[src/rtl/dpf_pkg.sv]
// shared types and constants of the dpd pair force unit
`default_nettype none
package dpf_pkg;

  // one particle pair request
  typedef struct packed {
    logic [47:0] pos_i;
    logic [47:0] pos_j;
    logic [47:0] vel_i;
    logic [47:0] vel_j;
    logic        type_i;
    logic        type_j;
    logic [15:0] rand_u;
  } dpf_in_t;

  // force on particle i plus status
  typedef struct packed {
    logic signed [31:0] force_x;
    logic signed [31:0] force_y;
    logic signed [31:0] force_z;
    logic [1:0]         pair_status;
  } dpf_out_t;

  // register file contents
  typedef struct packed {
    logic [3:0][15:0] strength;
    logic [15:0]      drag_gain;
    logic [15:0]      noise_gain;
    logic [15:0]      box_size;
    logic [15:0]      cutoff;
  } dpf_cfg_t;

  // register indexes
  typedef enum logic [2:0] {
    REG_STR_00, REG_STR_01, REG_STR_10, REG_STR_11,
    REG_DRAG, REG_NOISE, REG_BOX, REG_CUTOFF
  } dpf_reg_e;

  // pair status codes
  typedef enum logic [1:0] {
    ST_OK, ST_FAR, ST_COINC, ST_SAT
  } dpf_status_e;

  localparam int AXES      = 3;
  localparam int SQ_STEPS  = 27;  // one root bit per stage
  localparam int ROOT_W    = 27;
  localparam int SQ_REM_W  = 28;
  localparam int DIV_STEPS = 17;  // one quotient bit per stage
  localparam int Q_W       = 17;
  localparam int DIV_W     = 27;
  localparam int LANES     = 4;   // w quotient plus three unit vector axes

  // per-pair data that rides along the long arithmetic stages
  typedef struct packed {
    logic [2:0][16:0] dv;     // velocity difference, signed Q4.12
    logic [2:0]       neg;    // separation sign
    logic [2:0][15:0] mag;    // separation magnitude, Q.11
    logic [15:0]      a;      // conservative strength
    logic [15:0]      rand_u;
    logic [1:0]       status;
  } dpf_side_t;

endpackage
`default_nettype wire

[src/rtl/dpf_front.sv]
// separation, squared distance and cutoff test (three stages)
`default_nettype none
module dpf_front (
  input  logic               clk,
  input  logic               rst_n,
  input  logic               en,
  input  logic               v_i,
  input  dpf_pkg::dpf_in_t   in_data,
  input  dpf_pkg::dpf_cfg_t  cfg,
  output logic               v_o,
  output logic [31:0]        r2_o,
  output dpf_pkg::dpf_side_t side_o
);
  import dpf_pkg::*;

  logic               v1_r, v2_r, v3_r;
  logic signed [16:0] d_nxt  [AXES];
  logic signed [16:0] dv_nxt [AXES];
  logic signed [16:0] d1_r   [AXES];
  logic signed [16:0] dv1_r  [AXES];
  logic [15:0]        a1_r, rand1_r;
  logic [32:0]        sq2_r  [AXES];
  logic [31:0]        c2_r;
  dpf_side_t          side2_r, side3_r;
  dpf_side_t          side3_nxt;
  logic [31:0]        r2_3_r;
  logic [33:0]        r2_sum;
  logic [1:0]         st_nxt;

  // minimum image difference and velocity difference
  always_comb begin
    logic signed [16:0] diff;
    logic signed [16:0] lext;
    logic signed [17:0] twice;
    logic signed [17:0] lsz;
    lext = signed'({1'b0, cfg.box_size});
    lsz  = signed'({2'b00, cfg.box_size});
    for (int k = 0; k < AXES; k++) begin
      diff  = signed'({1'b0, in_data.pos_i[16*k +: 16]})
            - signed'({1'b0, in_data.pos_j[16*k +: 16]});
      twice = {diff, 1'b0};
      if (twice > lsz) begin
        d_nxt[k] = diff - lext;
      end else if (twice < -lsz) begin
        d_nxt[k] = diff + lext;
      end else begin
        d_nxt[k] = diff;
      end
      dv_nxt[k] = signed'({in_data.vel_i[16*k+15], in_data.vel_i[16*k +: 16]})
                - signed'({in_data.vel_j[16*k+15], in_data.vel_j[16*k +: 16]});
    end
  end

  // stage valid bits
  always_ff @(posedge clk) begin
    if (!rst_n) begin
      v1_r <= 1'b0;
      v2_r <= 1'b0;
      v3_r <= 1'b0;
    end else if (en) begin
      v1_r <= v_i;
      v2_r <= v1_r;
      v3_r <= v2_r;
    end
  end

  // stage 1: differences and strength lookup
  always_ff @(posedge clk) begin
    if (en) begin
      for (int k = 0; k < AXES; k++) begin
        d1_r[k]  <= d_nxt[k];
        dv1_r[k] <= dv_nxt[k];
      end
      a1_r    <= cfg.strength[{in_data.type_i, in_data.type_j}];
      rand1_r <= in_data.rand_u;
    end
  end

  // stage 2: squares and cutoff squared
  always_ff @(posedge clk) begin
    logic signed [33:0] sq;
    if (en) begin
      for (int k = 0; k < AXES; k++) begin
        sq               = d1_r[k] * d1_r[k];
        sq2_r[k]         <= sq[32:0];
        side2_r.dv[k]    <= dv1_r[k];
        side2_r.neg[k]   <= d1_r[k][16];
        side2_r.mag[k]   <= d1_r[k][16] ? 16'(-d1_r[k]) : d1_r[k][15:0];
      end
      c2_r           <= cfg.cutoff * cfg.cutoff;
      side2_r.a      <= a1_r;
      side2_r.rand_u <= rand1_r;
      side2_r.status <= ST_OK;
    end
  end

  // stage 3: distance squared and pair classification
  assign r2_sum = {1'b0, sq2_r[0]} + {1'b0, sq2_r[1]} + {1'b0, sq2_r[2]};

  always_comb begin
    if (r2_sum == '0) begin
      st_nxt = ST_COINC;
    end else if (r2_sum > {2'b00, c2_r}) begin
      st_nxt = ST_FAR;
    end else begin
      st_nxt = ST_OK;
    end
  end

  // side data with the pair class filled in
  always_comb begin
    side3_nxt        = side2_r;
    side3_nxt.status = st_nxt;
  end

  always_ff @(posedge clk) begin
    if (en) begin
      r2_3_r  <= r2_sum[31:0];
      side3_r <= side3_nxt;
    end
  end

  assign v_o    = v3_r;
  assign r2_o   = r2_3_r;
  assign side_o = side3_r;

endmodule
`default_nettype wire

[config.mk]
export PLATFORM = sky130hd
export DESIGN_NAME = dpf_front
export DESIGN_NICKNAME = d
export VERILOG_FILES = /design/src/rtl/dpf_pkg.sv /design/src/rtl/dpf_front.sv
export SDC_FILE = /design/constraint.sdc
export NUM_CORES = 2
export LEC_CHECK = 0
export ABC_AREA = 1
export BUFFER_PORTS_ARGS = -buffer_cell sky130_fd_sc_hd__buf_4
export CAP_MARGIN = 25
export CORE_MARGIN = 10
export CORE_UTILIZATION = 60
export DETAILED_ROUTE_END_ITERATION = 12
export PLACE_DENSITY = 0.89
export SLEW_MARGIN = 20
export SYNTH_ARGS = -nofsm -noshare
export SYNTH_HDL_FRONTEND = slang
export SYNTH_SLANG_ARGS = --single-unit
[constraint.sdc]
create_clock -name clk -period 16.3 [get_ports clk]
set_input_delay 1.63 -clock clk [delete_from_list [all_inputs] [get_ports clk]]
set_output_delay 1.63 -clock clk [all_outputs]
set_load 0.05 [all_outputs]
== Yosys cells after proc, flatten, opt, wreduce, memory -nomap -nowiden ==
Memories as Yosys holds them, arrays and structs flattened. A register that Yosys moved wholly into a read port is not among the register bits.
Index checks and enable logic that the tools add are counted.
Cells by class
  $add $sub $neg: 18
  $mul: 4
  order comparisons: 8
  mux-type cells: 14
  reductions and logical operators: 1
Operator list (count)
  2-to-1 mux 17 bit: 6
  subtractor 16 x 16 -> 17 bit: 6
  multiplier 17 x 17 -> 33 bit: 3
  2-to-1 mux 16 bit: 4
  > comparator 18 x 17 -> 1 bit: 3
  < comparator 18 bit: 3
  adder 17 bit: 3
  subtractor 17 bit: 3
  negation 16 bit: 3
  adder 33 x 33 -> 34 bit: 1
  adder 34 x 33 -> 34 bit: 1
  > comparator 34 x 32 -> 1 bit: 1
  logical NOT 34 bit: 1
  binary-select mux 16 bit (select 2 bit): 1
  multiplier 16 x 16 -> 32 bit: 1
  negation 16 -> 18 bit: 1
  < comparator 2 x 3 -> 1 bit, second input constant: 1
  2-to-1 mux 1 bit: 3
Storage, ports and cells
  flip-flop bits (word level): 318
  RAM bits: 201
  output and inout bits: 169
  memories kept: 3
Memory list
  sq2_r: words 3, bits a word 33, read ports 3, clocked after memory_dff 0, write ports 3, RTL line dpf_front.sv:22  | logic [32:0] sq2_r [AXES];
  d1_r: words 3, bits a word 17, read ports 3, clocked after memory_dff 0, write ports 3, RTL line dpf_front.sv:19  | logic signed [16:0] d1_r [AXES];
  dv1_r: words 3, bits a word 17, read ports 3, clocked after memory_dff 3, write ports 3, RTL line dpf_front.sv:20  | logic signed [16:0] dv1_r [AXES];

== Logic depth before layout (Yosys ltp) ==
An unclocked memory read counts as a cell.
  depth in word-level cells: 5
  gate-level depth with buffers: 32

== Worst setup path after synthesis ==
OpenSTA, ideal clock, no wires.
  path kind: input to register
  start: in cfg[13] (netlist bit)
  end: reg c2_r[29], data pin
  library setup time: 0.265 ns
  arrival: 6.638 ns
  setup slack: 9.398 ns
  stages on the path: 20
  path buffers: 2
  cells stage by stage: clkbuf_1 > buf_1 > nand2_1 > fa_1 > fa_1 > inv_1 > fa_1 > fa_1 > fa_1 > inv_1 > fa_1 > inv_1 > ha_1 > nand2_1 > nor4_1 > nand4_1 > nand3_1 > nand3_1 > o211ai_1 > xor2_1
Between the ends
  cells in the longest elaborated chain, start to end: 1
Ends and longest elaborated chain
  from (decl): RTL line dpf_front.sv:9  | input dpf_pkg::dpf_cfg_t cfg,
  multiplier 16 x 16 -> 32 bit: RTL line dpf_front.sv:90  | c2_r <= cfg.cutoff * cfg.cutoff;
  to (signal assigned): RTL line dpf_front.sv:90
  to (decl): RTL line dpf_front.sv:23  | logic [31:0] c2_r;
Every way passes these cells.
A chain may end at the register's enable or synchronous reset.

==> flow_summary.toml <==
[outcome]
outcome = "completed"

[setup_path]
reg2reg_slack_ps = 8850
required_ps = 16710
crit_fanout = 32
worstSetupPathType = "flop to flop"
start_kind = "flop"
critical_path.endpoint_type = "flop"
crit_arrival_ps = 7850

[sta]
slew_headroom = 0.243
hold-worst-slack_ps = 407
rsz0062_at_grt = "no"
worst_pin_slew_ps = 1140
final-hold-violation-count = 0
period_minus_slack_ps = 7450
setup_violations = 0
fmax_mhz = 134
finalSetupTns_ps = 0
fin_skew_ps = 43.9
period_share = 0.457
drv_slew = 0

[final_layout]
diodes = 0
fin_nets = 10300
area_growth_pct = 9.78
instances_no_fill = 9863
layout-drive-gt1-share = 0.0814

[die]
die_h_um = 365
dieArea_um2 = 133000
io_pins = 511
die_x_um = 365
start_util = 0.604
row_count = 126
core_area_um2 = 118000

[synthesis]
synth.area.top_cells = "fa_1 28%, edfxtp_1 24%, ha_1 13%, inv_1 11%, nand2_1 7.5%"
synth_top_area_share = 0.279
yosys.cell_types.count = 62
synth_edf_count = 560
synth_area_um2 = 71200
synth_flop_cell = "edfxtp_1"
yosysSeqAreaShare = 0.237
synthMostInstantiatedCell = "inv_1"
avgSynthCellArea_um2 = 9.02
yosysTopAreaCell = "fa_1"
ys_seq_elements = 563
yosys-top-cells-count = "2047 x inv_1, 1421 x nand2_1, 993 x fa_1"
synth_warnings = 0
async_flop_share = 0
netlist_instances = 7894

[routing]
viasPerCell = 5.54
avgRoutedWirePerCell_um = 18.5
route.detailed.drc = 0
antenna_left = 0
drt_wl_total_um = 182000
num_vias = 54700
drt_pre_antenna_iters = 9
drt-initial-drc-count = 5027

[clock_tree]
postCtsSetupBuffers = 0
holdBufCountCts = 0
root_buffer = "clkbuf_16"
clock_latency_ps = 690
cts_resized = 0
cts_buffer_depth = 3
path_clk_slew_ps = 70
cts_max_level = 2
cts_inserted_buffers = 60
clock-sinks = 563
cts_tree = "built"

[flow_run]
cap_violations = 0

[global_route]
grt_pass1_vias = 58800
grt_usage = 0.273
grt_max_degree = 192
grt_overflow = 0
antenna_found_initial = 2
grt_pass1_wl_um = 294000

[placement]
gp_congestion = 0.950
port_buffers = 478
hpwlAfterDp_um = 148000
dp_cells = 9746

[min_path]
hold_path.class = "flop to flop"
## layer usage
layer  up-vias  wire (um)  global-route usage
li1      25100          -                   -
met1     26500      68100               0.333
met2      2474      91800               0.478
met3       615      13700              0.0416
met4         0       8920               0.124
met5         -          0                   0
## worst paths after layout
check,start,to,cells past startpoint
worst min register to register,side2_r[106]$_DFFE_PP_,side_o[106]$_DFFE_PP_,0
worst min-delay path,side2_r[106]$_DFFE_PP_,side_o[106]$_DFFE_PP_,0
worst max register to register,d1_r[0][50]$_DFFE_PP_,sq2_r[0][96]$_DFFE_PP_,23
worst max-delay path,d1_r[0][50]$_DFFE_PP_,sq2_r[0][96]$_DFFE_PP_,23
## area by class of cell
type,count,area [um2]
Tap cell,1536,1920
Multi-Input combinational cell,5092,45900
Clock inverter,43,425
Sequential cell,563,16900
Clock buffer,69,1540
Inverter,2055,7710
Fill cell,8671,39700
Timing Repair Buffer,505,3850
## logic make-up (layout without fill, tap and decap cells)
| kind of cell | count (synthesis) | count (layout) | synth area share |
|---|---|---|---|
| buffers and inverters | 2240 | 2672 | 0.119 |
| AND/OR/NAND/NOR | 2093 | 2093 | 0.119 |
| adder cells (fa/ha/maj) | 1709 | 1709 | 0.405 |
| AO/OA/AOI/OAI | 896 | 896 | 0.0711 |
| flip-flops | 563 | 563 | 0.237 |
| XOR/XNOR | 391 | 391 | 0.0484 |
| other | 2 | 3 | 0.000105 |
## layout by cell type, fill, tap and decap left out, drive strengths merged, types with 111 or more instances in the layout
| cell type | n |
|---|---|
| xor2 | 280 |
| nand2 | 1432 |
| nand3 | 176 |
| ha | 716 |
| a21oi | 398 |
| xnor2 | 111 |
| nor2 | 317 |
| buf | 505 |
| edfxtp | 560 |
| fa | 993 |
| inv | 2057 |
| o21ai | 307 |
## critical path, cell delays in order, from the launching register on
cell and delay [ps]:
edfxtp_1 320, buf_4 350, clkinv_1 650, or2_2 550, fa_1 480, inv_1 60, fa_1 470, fa_1 520
fa_1 440, fa_1 500, inv_1 60, fa_1 480, inv_1 40, ha_1 350, nand2_1 110, nor2_1 190
nor3b_1 430, nand4_1 210, nand3_1 240, a21oi_1 150, o21ai_1 310, nand2_1 90, nand2_1 100, xor2_1 70
## registers in the layout, summed over array words and instances (netlist names)
register / cells
dv1_r: 51
side2_r: 134
d1_r: 51
v2_r: 1
a1_r: 16
r2_o: 32
v_o: 1
side_o: 136
v1_r: 1
c2_r: 31
rand1_r: 16
sq2_r: 93
## through the flow
step	setup slack, ps	area, um2	util
finish	8850	78200	0.663
global route	8580	78200	0.663
CTS	9120	78100	0.662
detailed placement	9160	76100	0.646
global placement	9290	76100	0.646
floorplan	9400	71200	-
Power is not shown: default switching activity piles up to over one toggle a cycle in this logic, so the estimate is an artifact.
